**src/lags_pkg.sv**
```systemverilog
// ----------------------------------------------------------------------------
// Life grid step package
// Field widths, operation codes, controller states and the command and
// status bundles shared by the controller and the datapath.
// ----------------------------------------------------------------------------
package lags_pkg;

   localparam int MODE_W  = 3;
   localparam int COORD_W = 6;
   localparam int POP_W   = 13;
   localparam int GEN_W   = 32;

   localparam logic [POP_W-1:0] POP_MAX = '1;

   localparam logic [MODE_W-1:0] MODE_SET_DEAD  = 3'd0;
   localparam logic [MODE_W-1:0] MODE_SET_ALIVE = 3'd1;
   localparam logic [MODE_W-1:0] MODE_CLEAR     = 3'd2;
   localparam logic [MODE_W-1:0] MODE_STEP      = 3'd3;
   localparam logic [MODE_W-1:0] MODE_READ      = 3'd4;

   typedef enum logic [3:0] {
      ST_BOOT_CLR,
      ST_IDLE,
      ST_CLEAR,
      ST_WR_READ,
      ST_WR_WRITE,
      ST_RD_READ,
      ST_RD_CAPTURE,
      ST_STEP_INIT,
      ST_STEP_PRIME,
      ST_STEP_FETCH,
      ST_STEP_CELL,
      ST_STEP_ROWEND,
      ST_STEP_DONE,
      ST_RESULT
   } ctl_state_type;

   typedef struct packed {
      logic capture;
      logic clr_start;
      logic clr_row;
      logic edit_rd;
      logic edit_wr;
      logic read_cap;
      logic step_init;
      logic step_prime;
      logic step_fetch;
      logic step_cell;
      logic step_rowend;
      logic step_done;
      logic emit;
   } ctl_cmd_type;

   typedef struct packed {
      logic clr_last;
      logic row_last;
      logic col_last;
      logic rsp_blocked;
   } ctl_status_type;

endpackage

```
**src/lags_ctrl.sv**
```systemverilog
// ----------------------------------------------------------------------------
// Life grid step controller
// Sequences the clearing pass, cell edits, reads and the generation sweep.
// ----------------------------------------------------------------------------
module lags_ctrl (
   input  logic                           clock,
   input  logic                           reset,
   input  logic                           req_valid,
   input  logic [lags_pkg::MODE_W-1:0]    req_mode,
   output logic                           req_ready,
   input  lags_pkg::ctl_status_type       status,
   output lags_pkg::ctl_cmd_type          cmd
);
   import lags_pkg::*;

   ctl_state_type state_ff;
   ctl_state_type state_in;
   logic          accept;

   assign req_ready = (state_ff == ST_IDLE);
   assign accept    = req_valid && req_ready;

   always_ff @(posedge clock) begin
      if (reset) begin
         state_ff <= ST_BOOT_CLR;
      end else begin
         state_ff <= state_in;
      end
   end

   always_comb begin
      state_in = state_ff;
      unique case (state_ff)
         ST_BOOT_CLR: begin
            if (status.clr_last) state_in = ST_IDLE;
         end
         ST_IDLE: begin
            if (accept) begin
               unique case (req_mode) inside
                  MODE_SET_DEAD, MODE_SET_ALIVE: state_in = ST_WR_READ;
                  MODE_CLEAR:                    state_in = ST_CLEAR;
                  MODE_STEP:                     state_in = ST_STEP_INIT;
                  MODE_READ:                     state_in = ST_RD_READ;
                  default:                       state_in = ST_RESULT;
               endcase
            end
         end
         ST_CLEAR: begin
            if (status.clr_last) state_in = ST_RESULT;
         end
         ST_WR_READ:     state_in = ST_WR_WRITE;
         ST_WR_WRITE:    state_in = ST_RESULT;
         ST_RD_READ:     state_in = ST_RD_CAPTURE;
         ST_RD_CAPTURE:  state_in = ST_RESULT;
         ST_STEP_INIT:   state_in = ST_STEP_PRIME;
         ST_STEP_PRIME:  state_in = ST_STEP_FETCH;
         ST_STEP_FETCH:  state_in = ST_STEP_CELL;
         ST_STEP_CELL: begin
            if (status.col_last) state_in = ST_STEP_ROWEND;
         end
         ST_STEP_ROWEND: begin
            state_in = status.row_last ? ST_STEP_DONE : ST_STEP_FETCH;
         end
         ST_STEP_DONE:   state_in = ST_RESULT;
         ST_RESULT: begin
            if (!status.rsp_blocked) state_in = ST_IDLE;
         end
         default:        state_in = ST_IDLE;
      endcase
   end

   always_comb begin
      cmd = '0;
      unique case (state_ff)
         ST_BOOT_CLR:    cmd.clr_row = 1'b1;
         ST_IDLE: begin
            cmd.capture   = accept;
            cmd.clr_start = accept && (req_mode == MODE_CLEAR);
         end
         ST_CLEAR:       cmd.clr_row     = 1'b1;
         ST_WR_READ:     cmd.edit_rd     = 1'b1;
         ST_WR_WRITE:    cmd.edit_wr     = 1'b1;
         ST_RD_READ:     cmd.edit_rd     = 1'b1;
         ST_RD_CAPTURE:  cmd.read_cap    = 1'b1;
         ST_STEP_INIT:   cmd.step_init   = 1'b1;
         ST_STEP_PRIME:  cmd.step_prime  = 1'b1;
         ST_STEP_FETCH:  cmd.step_fetch  = 1'b1;
         ST_STEP_CELL:   cmd.step_cell   = 1'b1;
         ST_STEP_ROWEND: cmd.step_rowend = 1'b1;
         ST_STEP_DONE:   cmd.step_done   = 1'b1;
         ST_RESULT:      cmd.emit        = !status.rsp_blocked;
         default:        cmd = '0;
      endcase
   end

endmodule

```
**config.mk**
```make
export PLATFORM = sky130hd
export DESIGN_NAME = lags_ctrl
export DESIGN_NICKNAME = d
export VERILOG_FILES = /design/src/lags_pkg.sv /design/src/lags_ctrl.sv
export SDC_FILE = /design/constraint.sdc
export NUM_CORES = 1
export LEC_CHECK = 0
export CORE_AREA = 2 2 39 41
export DETAILED_ROUTE_END_ITERATION = 10
export DIE_AREA = 0 0 41 43
export DONT_BUFFER_PORTS = 1
export SETUP_SLACK_MARGIN = 0.3
export SLEW_MARGIN = 15
export SYNTH_ARGS = -nofsm -noshare
export SYNTH_HDL_FRONTEND = slang
export SYNTH_SLANG_ARGS = --single-unit
```
**constraint.sdc**
```tcl
create_clock -name clock -period 1.35 [get_ports clock]
set_input_delay 0.0675 -clock clock [delete_from_list [all_inputs] [get_ports clock]]
set_output_delay 0.0675 -clock clock [all_outputs]
set_load 0.02 [all_outputs]
```
==> impl_metrics.toml, run 1 <==
[run]
cap_violations = 0

[critical_path]
worst_setup_path_start_kind = "flop"
path_buf_inv = 1
worstSetupPathType = "reg -> out"
critical_path.cell_chain = "buf_12 > nor4b_4 > and2_4 > and3_4"
cp-end-kind = "primary output"
arrival_ns = 1.37
cp.required_ns = 1.28
cp_max_fo = 7
max_stage_delay_ns = 0.33
cp_top_family = "simple AND/OR/NAND/NOR gates"
crit_slowest_cell = "dfxtp_2"

[route]
vias = 680
wl_um = 2070
drt_first_pass_iters = 6
vias_per_cell = 5.81
ant_nets = 0
drtIter0Drc = 28
post_drt_wl_per_cell_um = 17.7
drc = 0

[yosys]
syn_inst = 65
yosys-mux-area-fraction_pct = 1.98
ys_types = 33
synth_top_family_by_area = "simple AND/OR/NAND/NOR gates"
synth-seq-area-share_pct = 15.8
yosys_warnings = 0
netlist_area_um2 = 505
synth_top_flop_cell = "dfxtp_1"
synth_edf_count = 0
synth_compound_area_share_pct = 33.9
synth_area_per_cell_um2 = 7.78
synthXorXnorAreaFrac_pct = 0
ys_seq_elements = 4
async_flop_share_pct = 0
postSynthNetCount = 75
synth-simple-area-share_pct = 36.1
synth-adder-area-share_pct = 0

[placed_design]
gp_congestion = 0.811
portBuffers = 0
dpl_cell_area_um2 = 711
place_ws_ns = 0.0301
dpl.hpwl_um = 959

[clock_tree]
cts_tree = "done"
cts_max_path_buffers = 2
cts_inserted_buffers = 3
clock-sinks = 4
worstSkewPairLatency_ns = 0.24
cts.reportedPaths.clkPinSlew_ns = 0.04
htreeDepth = 1
cts-root-buf = "clkbuf_4"

[sta]
fmax_ghz = 0.696
setup_viol = 6
rsz0062_at_grt = "true"
period_needed_ns = 1.44
tightest_slew_ns = 0.282
skew_ns = 0.00800
slew_headroom_pct = 81.1
final.period_utilization_pct = 106
setup_slack_ns = -0.0862
drv_slew = 0
hold_viol = 0

[cells_and_area]
antennaDiodeCount = 0
nFillCells = 89
regMostFlops = "state_ff"
utilization_pct = 80.7
largest_registers = "state_ff x4"
drive_above_1_share_pct = 74.3
largest_reg_flops = 4
fin_nets = 113
design_area_mm2 = 0.00112
syn_to_final_growth_pct = 121

[global_routing]
grt_pass1_vias = 610
grtUsageTotal_pct = 23.4
grt_overflow = 0
grt_max_degree = 14
antenna_found_initial = 0
grt_pass1_wl_um = 2730

[power]
ir_drop_mv = 1.47
powerDensity_mw_per_mm2 = 2490
p_total_mw = 2.77
leakage_nw = 0.450

[floorplan]
io_pins = 24
num_rows = 14
floorplan.initialDensity_pct = 36.5
die-area_mm2 = 0.00176
die_x_um = 41
core_mm2 = 0.00138
fp.dieH_um = 43

[run_status]
violations = "negative setup slack"
outcome = "finished, violations left"

[hold_path]
hold_path.class = "in -> out"
[where the power goes]
| group | internal [mW] | switching [mW] | leakage, nW | total [mW] |
|---|---|---|---|---|
| clock network | 0.100 | 0.0583 | 0.0138 | 0.158 |
| registers | 0.198 | 0.0956 | 0.0353 | 0.294 |
| logic | 1.22 | 1.10 | 0.401 | 2.32 |
| total | 1.52 | 1.25 | 0.450 | 2.77 |
[worst paths after layout]
kind	from	to	slack, ns	cells after the start
min reg2reg	state_ff[0]	state_ff[0]	0.63	2
max	state_ff[3]	cmd[11]	-0.09	4
min	status[0]	cmd[0]	0.17	1
max reg2reg	state_ff[3]	state_ff[2]	-0.08	6
[through the flow]
step,hold WS [ns],TNS [ns],instances
final,0.172,-0.254,117
after global routing,0.173,-0.621,117
after CTS,0.137,-0.103,109
after detailed placement,0.136,0,92
after global placement,0.135,0,92
after floorplan,0.132,-0.0426,65
[cells by family after synthesis]
logic type | after synthesis
flops | 4
mux | 1
simple gates | 30
buf+inv | 8
compound gates | 22
[cell usage in the layout, fill, tap and decap left out, types with 3 or more instances in the layout]
master,Yosys,layout
dfxtp_4,0,3
nand2b_4,0,3
nor3_4,0,7
buf_4,1,18
buf_6,3,16
a21oi_1,6,4
nor2_4,0,3
o211ai_1,3,3
nor2_1,7,4
clkbuf_4,0,3
[cell usage after synthesis (all sizes together), types with 2 or more instances]
| cell | number | share of area, % |
|---|---|---|
| nor2 | 7 | 5.2 |
| nand2 | 3 | 2.2 |
| nor3 | 7 | 6.9 |
| and3 | 2 | 2.5 |
| nand2b | 5 | 6.7 |
| buf | 6 | 10 |
| a21oi | 6 | 5.9 |
| o211ai | 3 | 4.5 |
| o21ai | 2 | 2.7 |
| dfxtp | 4 | 16 |
| a311oi | 2 | 3.5 |
| inv | 2 | 2.0 |
[what timing repair did]
item,4_1_cts,5_1_grt
gates resized for setup,39,11
setup buffers,12,8
hold endpoints to repair,4,0
endpoints found under the setup margin,18,18
pin swaps,17,10
hold buffers,2,0
[final cells by class]
type | instances | area (um^2) | share of cell area, %
clock buffer | 3 | 22.5 | 2.02
inverter | 2 | 10.0 | 0.897
multi-input combinational | 53 | 586 | 52.5
sequential | 4 | 92.6 | 8.30
tap | 16 | 20.0 | 1.79
timing repair buffer | 39 | 385 | 34.5
[per-layer routing]
| layer | part of all wire [%] | track usage [%] | vias to the layer above |
|---|---|---|---|
| li1 | - | - | 319 |
| met1 | 39 | 27.3 | 328 |
| met2 | 56 | 37.8 | 29 |
| met3 | 4.5 | 3.66 | 4 |
| met4 | 1.1 | 13.3 | 0 |
| met5 | 0 | 0 | - |
Power figures use the tool's default switching activity.
==> run 2: changes to the inputs <==
--- a/config.mk
+++ b/config.mk
@@ -5,10 +5,12 @@
 export SDC_FILE = /design/constraint.sdc
 export NUM_CORES = 1
 export LEC_CHECK = 0
-export CORE_AREA = 2 2 39 41
+export CORE_AREA = 4 4 41 43
 export DETAILED_ROUTE_END_ITERATION = 10
-export DIE_AREA = 0 0 41 43
+export DIE_AREA = 0 0 45 47
 export DONT_BUFFER_PORTS = 1
+export GPL_TIMING_DRIVEN = 0
+export REMOVE_ABC_BUFFERS = 1
 export SETUP_SLACK_MARGIN = 0.3
 export SLEW_MARGIN = 15
 export SYNTH_ARGS = -nofsm -noshare
==> impl_metrics.toml, run 2 (synthesis results as in run 1) <==
[run_status]
outcome = "finished, violations left"
violations = "negative setup slack"

[power]
internal-power_mw = 0.969
combPwrFrac_pct = 79.0
ir_drop_mv = 1.64
powerDensity_mw_per_mm2 = 2470
net-switching-power_mw = 0.992
pwr-share-clk_pct = 7.3
seq_power_share_pct = 13.7
leakage_nw = 0.277
p_sw_share_pct = 50.6
p_total_mw = 1.96

[critical_path]
max_stage_delay_ns = 0.48
critical_path.cell_chain = "nor4b_4 > and2_4 > and3_4"
worstSetupPathType = "reg -> out"
cp-end-kind = "primary output"
arrival_ns = 1.55
worst_setup_path_start_kind = "flop"
cp.required_ns = 1.28
crit_slowest_cell = "nor4b_4"
cp_max_fo = 3

[route]
drtIter0Drc = 2
wl_um = 1620
vias = 548
ant_nets = 0
drt_first_pass_iters = 3
vias_per_cell = 6.23
drc = 0
post_drt_wl_per_cell_um = 18.4

[placed_design]
placedCellCount = 74
dpl_cell_area_um2 = 473
portBuffers = 0
gp_congestion = 0.787
dpl.hpwl_um = 834
place_ws_ns = -0.452

[global_routing]
grtUsageTotal_pct = 16.4
grt_overflow = 0
grt_pass1_wl_um = 2530
antenna_found_initial = 0
grt_max_degree = 16
grt_pass1_vias = 523

[floorplan]
io_pins = 24
die-area_mm2 = 0.00212
die_x_um = 45
core_mm2 = 0.00130
num_rows = 13
fp.dieH_um = 47
floorplan.initialDensity_pct = 38.8

[run]
cap_violations = 0

[cells_and_area]
largest_registers = "state_ff x4"
utilization_pct = 61.1
drive_above_1_share_pct = 58.9
fin_nets = 85
layoutNonFillerInstCount = 88
syn_to_final_growth_pct = 57.2
design_area_um2 = 795
antennaDiodeCount = 0
regMostFlops = "state_ff"
final_common_cell = "nor3_4"
largest_reg_flops = 4
final_cell_mix = "6 x nor3_4, 5 x a21oi_1"

[sta]
tightest_slew_ns = 0.456
final.period_utilization_pct = 120
setup_viol = 8
fmax_ghz = 0.618
period_needed_ns = 1.62
setup_slack_ns = -0.267
whs_ns = 0.172
slew_headroom_pct = 69.5
hold_viol = 0
finalSetupTns_ns = -0.685
drv_slew = 0
skew_ns = 0.00544
rsz0062_at_grt = "true"

[clock_tree]
cts_tree = "done"
cts_max_path_buffers = 2
cts_inserted_buffers = 3
htreeDepth = 1
cts-root-buf = "clkbuf_4"
worstSkewPairLatency_ns = 0.23
clock-sinks = 4
cts.reportedPaths.clkPinSlew_ns = 0.04

[hold_path]
hold_path.class = "in -> out"
[run 2: cell count changes in the layout (fill, tap and decap cells not counted), sizes merged]
cell and delta:
buf -28
[run 2: area by class of cell]
type                            instances  area (um^2)
Timing Repair Buffer                   11          110
Fill cell                             107          507
Sequential cell                         4         95.1
Clock buffer                            3         22.5
Multi-Input combinational cell         53          538
Inverter                                2         10.0
Tap cell                               15         18.8
[run 2: worst paths after layout]
| path | startpoint | to | slack (ns) | cells after the start |
|---|---|---|---|---|
| worst min register to register | state_ff[0] | state_ff[0] | 0.70 | 2 |
| worst max register to register | state_ff[1] | state_ff[2] | -0.18 | 6 |
| worst max-delay path | state_ff[2] | cmd[11] | -0.27 | 3 |
| worst min-delay path | status[0] | cmd[0] | 0.17 | 1 |
[run 2: power groups by stage]
| stage | clock, mW | combinational [mW] | sequential, mW |
|---|---|---|---|
| after floorplan | 0 | 0.635 | 0.353 |
| after global placement | 0 | 0.701 | 0.414 |
| after detailed placement | 0 | 0.709 | 0.420 |
| after CTS | 0.149 | 1.39 | 0.262 |
| after global routing | 0.159 | 1.66 | 0.271 |
| final | 0.144 | 1.55 | 0.268 |
[run 2: critical path: cells and delay by family, from the launching register on]
family	cells	cell delay [ns]
AND/OR/NAND/NOR	3	0.97
flip-flops	1	0.35
[run 2: layer usage]
metal | vias to the layer above | wire length [um] | global-route usage [%]
li1 | 266 | - | -
met1 | 264 | 682 | 22.1
met2 | 16 | 858 | 26.3
met3 | 2 | 66 | 5.36
met4 | 0 | 15 | 1.75
met5 | - | 0 | 0
[run 2: what timing repair did]
action / in CTS / in global routing
hold endpoints to repair: 4 / 0
gates cloned: 0 / 0
setup buffers: 9 / 0
hold buffers: 2 / 0
endpoints found under the setup margin: 18 / 18
pin swaps: 12 / 11
resized for setup: 42 / 9
